**src/rtl/tsl_pkg.sv**
```systemverilog
// Shared constants, command and status types for the thread scheduler.
// Used by tsl_ctrl, tsl_dp and the top level; depends on nothing else.
`default_nettype none
package tsl_pkg;

	localparam int MAX_THREADS = 16;
	localparam int NUM_LATCHES = 4;
	localparam int SLOT_W      = $clog2(MAX_THREADS);
	localparam int LINK_W      = SLOT_W + 1;
	localparam int LATCH_W     = (NUM_LATCHES > 1) ? $clog2(NUM_LATCHES) : 1;
	localparam int FILL_W      = SLOT_W + 1;

	localparam logic [LINK_W-1:0] NIL_SLOT = LINK_W'(MAX_THREADS);

	localparam logic [3:0] REQ_CREATE = 4'd0;
	localparam logic [3:0] REQ_YIELD  = 4'd1;
	localparam logic [3:0] REQ_SLEEP  = 4'd2;
	localparam logic [3:0] REQ_EXIT   = 4'd3;
	localparam logic [3:0] REQ_RUN    = 4'd4;
	localparam logic [3:0] REQ_LINIT  = 4'd5;
	localparam logic [3:0] REQ_LAWAIT = 4'd6;
	localparam logic [3:0] REQ_LDOWN  = 4'd7;
	localparam logic [3:0] REQ_TICK   = 4'd8;

	localparam logic [1:0] ST_OK      = 2'd0;
	localparam logic [1:0] ST_FULL    = 2'd1;
	localparam logic [1:0] ST_IGNORED = 2'd2;

	localparam int OP_W = 4;
	localparam logic [OP_W-1:0] OP_NONE  = 4'd0;
	localparam logic [OP_W-1:0] OP_LOAD  = 4'd1;
	localparam logic [OP_W-1:0] OP_EXEC  = 4'd2;
	localparam logic [OP_W-1:0] OP_AWAIT = 4'd3;
	localparam logic [OP_W-1:0] OP_REL   = 4'd4;
	localparam logic [OP_W-1:0] OP_INSH  = 4'd5;
	localparam logic [OP_W-1:0] OP_INSW  = 4'd6;
	localparam logic [OP_W-1:0] OP_INSF  = 4'd7;
	localparam logic [OP_W-1:0] OP_WAKE  = 4'd8;
	localparam logic [OP_W-1:0] OP_PICK  = 4'd9;

	localparam logic [2:0] PATH_DONE    = 3'd0;
	localparam logic [2:0] PATH_SCHED   = 3'd1;
	localparam logic [2:0] PATH_INSERT  = 3'd2;
	localparam logic [2:0] PATH_AWAIT   = 3'd3;
	localparam logic [2:0] PATH_RELEASE = 3'd4;

	typedef struct packed {
		logic [OP_W-1:0] op;
	} tsl_cmd_t;

	typedef struct packed {
		logic [2:0] path;
		logic       head_ins;
		logic       walk_more;
		logic       ptr_valid;
		logic       wake_due;
	} tsl_stat_t;

endpackage
`default_nettype wire

```
**src/rtl/thread_scheduler_sleep_latch_unit.sv**
```systemverilog
// Top level of the hardware thread scheduler with sleep list and count-down latches.
// Depends on tsl_pkg, tsl_ctrl and tsl_dp.
`default_nettype none
// An event beat is taken at a rising edge where start is high and busy is low; the
// block then works on that one event alone and shows exactly one result beat, marked
// by done for a single cycle, which the receiver must take as it cannot stall. A
// simple event (create, tick, latch init, an await that does not block, a
// count-down that does not release, a run with no live thread, or any ignored
// event) goes from the load step through the execute step to the finish step that
// raises done. Every scheduling decision moves each due sleeper at the list head
// to the ready queue until the head is not due or the list is empty, then picks
// the ready head. A sleep checks the list head and, when it does not go in at the
// head, steps past each entry due no later than it, then finds and links its
// place. An await that blocks joins the latch's wait list before its schedule; a
// count-down that releases readies each waiter. The longest event is a sleep that
// goes to the tail of a full sleep list with every sleeper due, set by the walks
// over the single-ported link store. Busy stays high until the cycle after done.
module thread_scheduler_sleep_latch_unit
	import tsl_pkg::*;
(
	input  wire         clk,
	input  wire         arst_n,
	input  wire         start,
	output logic        busy,
	input  wire  [3:0]  req_type,
	input  wire  [7:0]  delay,
	input  wire  [1:0]  latch_index,
	input  wire  [31:0] latch_units,
	output logic        done,
	output logic [3:0]  next_thread,
	output logic        next_is_idle,
	output logic        switched,
	output logic [3:0]  created_slot,
	output logic [1:0]  status,
	output logic [4:0]  live_threads
);

	tsl_cmd_t  cmd;
	tsl_stat_t stat;

	// The sequencer looks at start only while idle, so a beat is accepted when start
	// is high and busy is low.
	tsl_ctrl u_ctrl (
		.clk    (clk),
		.arst_n (arst_n),
		.start  (start),
		.stat   (stat),
		.cmd    (cmd),
		.busy   (busy),
		.done   (done)
	);

	// All scheduler state lives in the datapath; results are held there and are
	// valid in the cycle where done is high.
	tsl_dp u_dp (
		.clk          (clk),
		.arst_n       (arst_n),
		.cmd          (cmd),
		.req_type     (req_type),
		.delay        (delay),
		.latch_index  (latch_index),
		.latch_units  (latch_units),
		.stat         (stat),
		.next_thread  (next_thread),
		.next_is_idle (next_is_idle),
		.switched     (switched),
		.created_slot (created_slot),
		.status       (status),
		.live_threads (live_threads)
	);

endmodule
`default_nettype wire

```
**src/rtl/tsl_ctrl.sv**
```systemverilog
// Sequencer for the scheduler: steps one event through its datapath operations.
// Depends on tsl_pkg; drives tsl_dp through tsl_cmd_t and reads tsl_stat_t.
`default_nettype none
module tsl_ctrl
	import tsl_pkg::*;
(
	input  wire       clk,
	input  wire       arst_n,
	input  wire       start,
	input  tsl_stat_t stat,
	output tsl_cmd_t  cmd,
	output logic      busy,
	output logic      done
);

	localparam logic [3:0] S_IDLE  = 4'd0;
	localparam logic [3:0] S_EXEC  = 4'd1;
	localparam logic [3:0] S_AWAIT = 4'd2;
	localparam logic [3:0] S_REL   = 4'd3;
	localparam logic [3:0] S_INSH  = 4'd4;
	localparam logic [3:0] S_INSW  = 4'd5;
	localparam logic [3:0] S_INSF  = 4'd6;
	localparam logic [3:0] S_WAKE  = 4'd7;
	localparam logic [3:0] S_PICK  = 4'd8;
	localparam logic [3:0] S_FIN   = 4'd9;

	logic [3:0] state_q, state_n;

	always_comb begin
		state_n    = state_q;
		cmd.op     = OP_NONE;
		unique case (state_q)
			S_IDLE: begin
				if (start) begin
					cmd.op  = OP_LOAD;
					state_n = S_EXEC;
				end
			end
			S_EXEC: begin
				cmd.op = OP_EXEC;
				case (stat.path)
					PATH_SCHED:   state_n = S_WAKE;
					PATH_INSERT:  state_n = S_INSH;
					PATH_AWAIT:   state_n = S_AWAIT;
					PATH_RELEASE: state_n = S_REL;
					default:      state_n = S_FIN;
				endcase
			end
			S_AWAIT: begin
				cmd.op  = OP_AWAIT;
				state_n = S_WAKE;
			end
			S_REL: begin
				cmd.op = OP_REL;
				if (!stat.ptr_valid) state_n = S_FIN;
			end
			S_INSH: begin
				cmd.op  = OP_INSH;
				state_n = stat.head_ins ? S_WAKE : S_INSW;
			end
			S_INSW: begin
				cmd.op = OP_INSW;
				if (!stat.walk_more) state_n = S_INSF;
			end
			S_INSF: begin
				cmd.op  = OP_INSF;
				state_n = S_WAKE;
			end
			S_WAKE: begin
				cmd.op = OP_WAKE;
				if (!stat.wake_due) state_n = S_PICK;
			end
			S_PICK: begin
				cmd.op  = OP_PICK;
				state_n = S_FIN;
			end
			S_FIN: begin
				state_n    = S_IDLE;
			end
			default: state_n = S_IDLE;
		endcase
	end

	always_ff @(posedge clk or negedge arst_n) begin
		if (!arst_n) state_q <= S_IDLE;
		else         state_q <= state_n;
	end

	assign busy = (state_q != S_IDLE);
	assign done = (state_q == S_FIN);

endmodule
`default_nettype wire

```
**src/rtl/tsl_dp.sv**
```systemverilog
// Datapath of the scheduler: ready ring, sleep list, latches and thread state.
// Depends on tsl_pkg; sequenced by tsl_ctrl through tsl_cmd_t.
`default_nettype none
module tsl_dp
	import tsl_pkg::*;
(
	input  wire         clk,
	input  wire         arst_n,
	input  tsl_cmd_t    cmd,
	input  wire  [3:0]  req_type,
	input  wire  [7:0]  delay,
	input  wire  [1:0]  latch_index,
	input  wire  [31:0] latch_units,
	output tsl_stat_t   stat,
	output logic [3:0]  next_thread,
	output logic        next_is_idle,
	output logic        switched,
	output logic [3:0]  created_slot,
	output logic [1:0]  status,
	output logic [4:0]  live_threads
);

	// Captured event.
	logic [3:0]  req_q;
	logic [7:0]  delay_q;
	logic [1:0]  li_q;
	logic [31:0] units_q;

	// Stores without a reset value.
	logic [SLOT_W-1:0] ring_q [MAX_THREADS];
	logic [31:0]       wake_q [MAX_THREADS];
	logic [LINK_W-1:0] link_q [MAX_THREADS];

	// Control state.
	logic [SLOT_W-1:0] rhead_q, n_rhead;
	logic [FILL_W-1:0] rfill_q, n_rfill;
	logic [LINK_W-1:0] shead_q, n_shead;
	logic [31:0]       lcount_q [NUM_LATCHES];
	logic [31:0]       n_lcount [NUM_LATCHES];
	logic [LINK_W-1:0] lhead_q [NUM_LATCHES];
	logic [LINK_W-1:0] n_lhead [NUM_LATCHES];
	logic [LINK_W-1:0] ltail_q [NUM_LATCHES];
	logic [LINK_W-1:0] n_ltail [NUM_LATCHES];
	logic [SLOT_W-1:0] cur_q, n_cur;
	logic              idle_q, n_idle;
	logic [FILL_W-1:0] total_q, n_total;
	logic [31:0]       now_q, n_now;
	logic [MAX_THREADS-1:0] used_q, n_used;
	logic [SLOT_W-1:0] created_q, n_created;
	logic [1:0]        status_q, n_status;
	logic              switched_q, n_switched;
	logic [31:0]       wt_q, n_wt;
	logic [LINK_W-1:0] ptr_q, n_ptr;

	// Write ports and read ports of the stores.
	logic              push_en;
	logic [SLOT_W-1:0] push_slot, push_pos;
	logic              link_we, wake_we;
	logic [SLOT_W-1:0] link_wa, link_ra, wake_ra;
	logic [LINK_W-1:0] link_wd, link_rd;
	logic [31:0]       wake_wd, wake_rd;

	logic [LATCH_W-1:0] li;
	logic               latch_ok, on_thread, free_found;
	logic [SLOT_W-1:0]  free_slot;
	logic [2:0]         path;

	assign li        = LATCH_W'(li_q);
	assign latch_ok  = (32'(li_q) < NUM_LATCHES);
	assign on_thread = !idle_q;
	assign push_pos  = rhead_q + rfill_q[SLOT_W-1:0];
	assign link_rd   = link_q[link_ra];
	assign wake_rd   = wake_q[wake_ra];

	always_comb begin
		free_found = 1'b0;
		free_slot  = '0;
		for (int i = MAX_THREADS - 1; i >= 0; i--) begin
			if (!used_q[i]) begin
				free_found = 1'b1;
				free_slot  = SLOT_W'(i);
			end
		end
	end

	always_comb begin
		link_ra = '0;
		wake_ra = '0;
		case (cmd.op)
			OP_INSH: wake_ra = shead_q[SLOT_W-1:0];
			OP_INSW: begin
				link_ra = ptr_q[SLOT_W-1:0];
				wake_ra = link_rd[SLOT_W-1:0];
			end
			OP_WAKE: begin
				link_ra = shead_q[SLOT_W-1:0];
				wake_ra = shead_q[SLOT_W-1:0];
			end
			OP_REL:  link_ra = ptr_q[SLOT_W-1:0];
			default: ;
		endcase
	end

	always_comb begin
		stat.path      = path;
		stat.head_ins  = (shead_q == NIL_SLOT) || (wake_rd > wt_q);
		stat.walk_more = (link_rd != NIL_SLOT) && (wake_rd <= wt_q);
		stat.ptr_valid = (ptr_q != NIL_SLOT);
		stat.wake_due  = (shead_q != NIL_SLOT) && (now_q >= wake_rd);
	end

	always_comb begin
		n_rhead    = rhead_q;
		n_rfill    = rfill_q;
		n_shead    = shead_q;
		n_lcount   = lcount_q;
		n_lhead    = lhead_q;
		n_ltail    = ltail_q;
		n_cur      = cur_q;
		n_idle     = idle_q;
		n_total    = total_q;
		n_now      = now_q;
		n_used     = used_q;
		n_created  = created_q;
		n_status   = status_q;
		n_switched = switched_q;
		n_wt       = wt_q;
		n_ptr      = ptr_q;
		push_en    = 1'b0;
		push_slot  = '0;
		link_we    = 1'b0;
		link_wa    = '0;
		link_wd    = '0;
		wake_we    = 1'b0;
		wake_wd    = '0;
		path       = PATH_DONE;

		case (cmd.op)
			OP_LOAD: begin
				n_status   = ST_OK;
				n_switched = 1'b0;
				n_created  = '0;
			end
			OP_EXEC: begin
				case (req_q)
					REQ_CREATE: begin
						if (!free_found) begin
							n_status = ST_FULL;
						end else begin
							n_used[free_slot] = 1'b1;
							n_total   = total_q + FILL_W'(1);
							push_en   = 1'b1;
							push_slot = free_slot;
							n_created = free_slot;
						end
					end
					REQ_YIELD: begin
						if (!on_thread) begin
							n_status = ST_IGNORED;
						end else begin
							push_en    = 1'b1;
							push_slot  = cur_q;
							n_switched = 1'b1;
							path       = PATH_SCHED;
						end
					end
					REQ_SLEEP: begin
						if (!on_thread) begin
							n_status = ST_IGNORED;
						end else begin
							n_wt       = now_q + 32'(delay_q);
							wake_we    = 1'b1;
							wake_wd    = now_q + 32'(delay_q);
							n_switched = 1'b1;
							path       = PATH_INSERT;
						end
					end
					REQ_EXIT: begin
						if (!on_thread) begin
							n_status = ST_IGNORED;
						end else begin
							n_used[cur_q] = 1'b0;
							if (total_q != '0) n_total = total_q - FILL_W'(1);
							n_switched = 1'b1;
							path       = PATH_SCHED;
						end
					end
					REQ_RUN: begin
						if (!idle_q) begin
							n_status = ST_IGNORED;
						end else if (total_q != '0) begin
							n_switched = 1'b1;
							path       = PATH_SCHED;
						end
					end
					REQ_LINIT: begin
						if (!latch_ok) begin
							n_status = ST_IGNORED;
						end else begin
							n_lcount[li] = units_q;
							n_lhead[li]  = NIL_SLOT;
							n_ltail[li]  = NIL_SLOT;
						end
					end
					REQ_LAWAIT: begin
						if (!latch_ok || !on_thread) begin
							n_status = ST_IGNORED;
						end else if (lcount_q[li] != '0) begin
							link_we    = 1'b1;
							link_wa    = cur_q;
							link_wd    = NIL_SLOT;
							n_switched = 1'b1;
							path       = PATH_AWAIT;
						end
					end
					REQ_LDOWN: begin
						if (!latch_ok) begin
							n_status = ST_IGNORED;
						end else if (lcount_q[li] != '0) begin
							n_lcount[li] = lcount_q[li] - 32'd1;
							if (lcount_q[li] == 32'd1) begin
								n_ptr       = lhead_q[li];
								n_lhead[li] = NIL_SLOT;
								n_ltail[li] = NIL_SLOT;
								path        = PATH_RELEASE;
							end
						end
					end
					REQ_TICK: n_now = now_q + 32'd1;
					default:  n_status = ST_IGNORED;
				endcase
			end
			OP_AWAIT: begin
				if (ltail_q[li] != NIL_SLOT) begin
					link_we = 1'b1;
					link_wa = ltail_q[li][SLOT_W-1:0];
					link_wd = LINK_W'(cur_q);
				end else begin
					n_lhead[li] = LINK_W'(cur_q);
				end
				n_ltail[li] = LINK_W'(cur_q);
			end
			OP_REL: begin
				if (ptr_q != NIL_SLOT) begin
					push_en   = 1'b1;
					push_slot = ptr_q[SLOT_W-1:0];
					n_ptr     = link_rd;
				end
			end
			OP_INSH: begin
				if (stat.head_ins) begin
					link_we = 1'b1;
					link_wa = cur_q;
					link_wd = shead_q;
					n_shead = LINK_W'(cur_q);
				end else begin
					n_ptr = shead_q;
				end
			end
			OP_INSW: begin
				if (stat.walk_more) begin
					n_ptr = link_rd;
				end else begin
					link_we = 1'b1;
					link_wa = cur_q;
					link_wd = link_rd;
				end
			end
			OP_INSF: begin
				link_we = 1'b1;
				link_wa = ptr_q[SLOT_W-1:0];
				link_wd = LINK_W'(cur_q);
			end
			OP_WAKE: begin
				if (stat.wake_due) begin
					push_en   = 1'b1;
					push_slot = shead_q[SLOT_W-1:0];
					n_shead   = link_rd;
				end
			end
			OP_PICK: begin
				if (rfill_q != '0) begin
					n_cur   = ring_q[rhead_q];
					n_rhead = rhead_q + SLOT_W'(1);
					n_rfill = rfill_q - FILL_W'(1);
					n_idle  = 1'b0;
				end else begin
					n_idle = 1'b1;
				end
			end
			default: ;
		endcase

		if (push_en && (rfill_q < FILL_W'(MAX_THREADS))) n_rfill = n_rfill + FILL_W'(1);
	end

	always_ff @(posedge clk) begin
		if (cmd.op == OP_LOAD) begin
			req_q   <= req_type;
			delay_q <= delay;
			li_q    <= latch_index;
			units_q <= latch_units;
		end
		if (push_en && (rfill_q < FILL_W'(MAX_THREADS))) ring_q[push_pos] <= push_slot;
		if (link_we) link_q[link_wa] <= link_wd;
		if (wake_we) wake_q[cur_q] <= wake_wd;
		wt_q <= n_wt;
	end

	always_ff @(posedge clk or negedge arst_n) begin
		if (!arst_n) begin
			rhead_q    <= '0;
			rfill_q    <= '0;
			shead_q    <= NIL_SLOT;
			for (int i = 0; i < NUM_LATCHES; i++) begin
				lcount_q[i] <= '0;
				lhead_q[i]  <= NIL_SLOT;
				ltail_q[i]  <= NIL_SLOT;
			end
			cur_q      <= '0;
			idle_q     <= 1'b1;
			total_q    <= '0;
			now_q      <= '0;
			used_q     <= '0;
			created_q  <= '0;
			status_q   <= ST_OK;
			switched_q <= 1'b0;
			ptr_q      <= NIL_SLOT;
		end else begin
			rhead_q    <= n_rhead;
			rfill_q    <= n_rfill;
			shead_q    <= n_shead;
			lcount_q   <= n_lcount;
			lhead_q    <= n_lhead;
			ltail_q    <= n_ltail;
			cur_q      <= n_cur;
			idle_q     <= n_idle;
			total_q    <= n_total;
			now_q      <= n_now;
			used_q     <= n_used;
			created_q  <= n_created;
			status_q   <= n_status;
			switched_q <= n_switched;
			ptr_q      <= n_ptr;
		end
	end

	assign next_thread  = idle_q ? 4'd0 : 4'(cur_q);
	assign next_is_idle = idle_q;
	assign switched     = switched_q;
	assign created_slot = 4'(created_q);
	assign status       = status_q;
	assign live_threads = 5'(total_q);

endmodule
`default_nettype wire
```
**config.mk**
```make
export PLATFORM = sky130hd
export DESIGN_NAME = thread_scheduler_sleep_latch_unit
export DESIGN_NICKNAME = d
export VERILOG_FILES = /design/src/rtl/tsl_pkg.sv /design/src/rtl/thread_scheduler_sleep_latch_unit.sv /design/src/rtl/tsl_ctrl.sv /design/src/rtl/tsl_dp.sv
export SDC_FILE = /design/constraint.sdc
export NUM_CORES = 2
export LEC_CHECK = 0
export ABC_CLOCK_PERIOD_IN_PS = 14400
export BUFFER_PORTS_ARGS = -buffer_cell sky130_fd_sc_hd__clkbuf_2
export CORE_UTILIZATION = 50
export CTS_CLUSTER_DIAMETER = 40
export DETAILED_ROUTE_END_ITERATION = 6
export PLACE_DENSITY = 0.77
export RECOVER_POWER = 50
export SLEW_MARGIN = 20
export SYNTH_ARGS = -nofsm -noshare
export SYNTH_HDL_FRONTEND = slang
export SYNTH_HIERARCHICAL = 1
export SYNTH_SLANG_ARGS = --single-unit
```
**constraint.sdc**
```tcl
create_clock -name clk -period 14.4 [get_ports clk]
set_input_delay 2.88 -clock clk [delete_from_list [all_inputs] [get_ports clk]]
set_output_delay 2.88 -clock clk [all_outputs]
set_load 0.01 [all_outputs]
```
==> run_results.csv <==
group,metric,value,unit
floorplan,io_pins,68,
synth,synth.distinct_cells,109,
floorplan,die_y,303.8,um
critical_path,worstReg2RegEnd,"u_dp/link_q[6][0]$_DFFE_PP_",
layout,fin_cells,4587,
floorplan,die-area,0.09231,mm^2
layout,stdcell_area,0.05129,mm^2
sta,fin_crit_sh,82.10,%
route,drt_iter0_markers,2323,
power,p_int,6668,uW
layout,diodes,0,
sta,setup_tns,0,ps
hold_path,hp-class,"reg -> reg",
floorplan,die_w,303.8,um
route,ant_nets,0,
sta,worst_slew_pin_slew,5893,ps
route,drt-pass1-iter-count,5,
critical_path,critPathCapture,"u_dp/link_q[6][0]$_DFFE_PP_",
grt,grt_pass1_wl,155100,um
synth,yosys_warnings,6,
route,vias_per_cell,5.845,
critical_path,reg2reg_from,"u_ctrl/state_q[2]$_DFFE_PN0P_",
synth,synth-main-ff-cell,"edfxtp_1",
power,comb_power_share,31.1,%
placed_design,dpl.cell_count,4348,
run_status,violations,"capacitance limit, slew limit",
layout,final_common_cell,"edfxtp_1",
placed_design,placed_area,0.04704,mm^2
grt,antenna_found_initial,0,
sta,whs,458.7,ps
sta,max_freq,84.58,MHz
synth,synth_edf_count,734,
sta,fin_skew,32.76,ps
power,finalPower,9988,uW
sta,relSlewSlack,-292.8,%
critical_path,path_class,"in -> reg",
grt,grt-ovfl-total,0,
synth,ys_async_sr_fraction,25.86,%
critical_path,cp.arrival,12220,ps
sta,hold_violations,0,
clock_tree,clkTransAtPathRegs,60,ps
critical_path,required,14790,ps
grt,grtUsageTotal,21.70,%
layout,nNetsFinal,3440,
layout,area_growth,12.60,%
clock_tree,post_cts_resize_count,0,
synth,avgSynthCellArea,14.17,um^2
clock_tree,cts_tree,"built",
critical_path,r2r_slack,3860,ps
route,via_count,26812,
layout,drive_above_1_share,16.04,%
critical_path,ff2ff_path_depth,26,
synth,syn_nets,3351,
clock_tree,postCtsSetupBuffers,0,
critical_path,crit_start,"start",
clock_tree,cts_inserted_buffers,130,
clock_tree,cts_hold_buffers,0,
clock_tree,cts_num_sinks,990,
power,sw_frac_of_total,33.24,%
layout,n_fill_cell,6917,
critical_path,cp_max_fo,88,
placed_design,gp_congestion,0.9012,
clock_tree,htreeDepth,4,
layout,multi_input_area,0.01585,mm^2
power,leakagePower,0.01919,uW
synth,synthCells,3215,
power,switching_power,3320,uW
sta,period_needed,11820,ps
job,drv_cap,24,
grt,grt_pass1_vias,27064,
critical_path,endpoint_kind,"register",
floorplan,design.core.area,0.09015,mm^2
power,p_clk_share,33.0,%
clock_tree,cts_max_path_buffers,3,
synth,synth-seq-area-share,62.48,%
floorplan,initial_core_util,50.53,%
synth,yosys_register_bits,990,
layout,final_cell_mix,"edfxtp_1 (734), mux2i_1 (431), dfrtp_1 (245)",
power,p_seq_share,35.9,%
sta,drv_slew,1100,
clock_tree,ctsRootBufferMaster,"clkbuf_16",
floorplan,rows,110,
placed_design,portBuffers,67,
route,detail_route.wirelength,99190,um
layout,regArea,0.02846,mm^2
placed_design,dp_hpwl,58220,um
route,drc,0,
synth,synth_area,0.04555,mm^2
grt,grt_max_degree,106,
power,peakVddDrop,0.1600,mV
critical_path,cp-start-kind,"input pin",
sta,setup_viol,0,
sta,rsz0062_at_grt,"no",
power,p_per_area,194.7,mW/mm^2
route,post_drt_wl_per_cell,21.62,um
clock_tree,clk_latency,750,ps
run_status,status,"finished, violations left",
==> power by group through the flow <==
stage / Sequential, uW / Clock, uW / Combinational (uW)
6_report: 3590 / 3290 / 3100
2_1_floorplan: 3590 / 0 / 2710
3_5_place_dp: 3630 / 0 / 3120
5_1_grt: 3620 / 3470 / 3390
4_1_cts: 3580 / 3350 / 3150
3_3_place_gp: 3620 / 0 / 3070
==> metal layers <==
layer | vias to the layer above | share of wire [%] | wire [um] | GRT usage (%)
met5 | - | 0 | 0 | 0
met3 | 204 | 5.9 | 5836 | 3.733
met2 | 860 | 48 | 47730 | 35.13
met1 | 13426 | 43 | 42540 | 29.34
met4 | 0 | 3.1 | 3087 | 8.488
li1 | 12322 | - | - | -
==> sequential cells by signal (all words and copies together) (netlist names), 2 cells and up <==
| register | flops |
|---|---|
| u_dp/li | 2 |
| u_dp/delay_q | 8 |
| u_dp/wake_q | 512 |
| u_dp/status | 2 |
| u_dp/rhead_q | 4 |
| u_dp/ltail_q | 20 |
| u_dp/rfill_q | 5 |
| u_dp/shead_q | 5 |
| u_dp/req_q | 4 |
| u_dp/ptr_q | 5 |
| u_dp/created_slot | 4 |
| u_dp/live_threads | 5 |
| u_dp/wt_q | 32 |
| u_dp/now_q | 32 |
| u_dp/units_q | 32 |
| u_dp/ring_q | 64 |
| u_ctrl/state_q | 4 |
| u_dp/cur_q | 4 |
| u_dp/link_q | 80 |
| u_dp/lcount_q | 128 |
| u_dp/used_q | 16 |
| u_dp/lhead_q | 20 |
==> worst min path at each step <==
stage	start	endpoint	slack, ps	cells after the start
after floorplan	u_dp/lhead_q[19]$_DFFE_PN1P_	u_dp/lhead_q[19]$_DFFE_PN1P_	440	2
after global placement	u_dp/lhead_q[19]$_DFFE_PN1P_	u_dp/lhead_q[19]$_DFFE_PN1P_	450	2
after detailed placement	u_dp/lhead_q[19]$_DFFE_PN1P_	u_dp/lhead_q[19]$_DFFE_PN1P_	450	2
after CTS	u_dp/lhead_q[19]$_DFFE_PN1P_	u_dp/lhead_q[19]$_DFFE_PN1P_	460	2
after global routing	u_dp/lhead_q[19]$_DFFE_PN1P_	u_dp/lhead_q[19]$_DFFE_PN1P_	480	2
final	u_dp/lhead_q[19]$_DFFE_PN1P_	u_dp/lhead_q[19]$_DFFE_PN1P_	460	2
==> synthesized netlist by cell type, drive strengths merged (6+ instances only) <==
library cell    n  share of area (%)
a211oi         10               0.16
a21o           32               0.53
a21oi          85               0.95
a22oi          12               0.20
a31oi          13               0.21
and2           45               0.62
and3           24               0.33
buf            97                1.5
clkbuf         63               0.53
dfrtp         245                 13
dfstp          11               0.63
edfxtp        734                 48
ha             84                2.3
inv            87               0.72
mux2          147                3.6
mux2i         431                9.5
mux4           67                3.3
nand2         238                2.0
nand2b         16               0.22
nand3          54               0.60
nand3b         10               0.19
nand4          26               0.36
nor2          154                1.3
nor2b          13               0.18
nor3           32               0.41
nor3b          13               0.26
nor4           19               0.37
nor4b           7               0.17
o211ai         13               0.24
o21ai         188                2.1
o21bai          7               0.12
o221ai          6               0.12
o22ai           6              0.082
o31ai          15               0.25
or2             9               0.12
or4             7               0.13
xnor2          71                1.4
xor2           39               0.75
==> through the flow <==
| step | worst slack [ps] | util [%] |
|---|---|---|
| after floorplan | 5562 | - |
| after global placement | 2315 | 52.17 |
| after detailed placement | 2146 | 52.17 |
| after CTS | 2863 | 57.20 |
| after global routing | 2099 | 56.90 |
| final | 2577 | 56.90 |
==> critical path, cell delays in order <==
cell,delay [ps]
clkbuf_1,140
nor3_1,100
a211oi_4,210
buf_4,330
clkinv_1,580
o21ai_1,770
a211oi_1,100
a2111o_1,430
nand3_1,290
a22o_4,720
buf_12,510
mux2i_1,290
mux2i_1,90
mux2_2,300
mux2_2,290
ha_1,310
nand4_1,120
nor2_1,390
o221ai_1,310
o211ai_1,270
a211oi_1,250
o21ai_0,400
nand3_1,520
and3_1,390
or4_4,610
nor2_1,370
==> kinds of logic after synthesis <==
family,count (synthesis),synth area share (%)
flops,990,62.48
mux,645,16.42
fa+ha+maj,87,2.439
buf+inv,251,2.769
xor+xnor,110,2.115
simple gates,692,7.760
compound gates,440,6.016
==> area by class of cell <==
type                    instances  area share [%]
well taps                    1176           2.869
repair buffers                117           1.220
clock inverters                92           2.249
flip-flops and latches        990           55.49
clock buffers                 147           6.586
multi-input cells            1974           30.91
inverters                      91          0.6757
No activity file was read; power rests on OpenSTA's default activity.
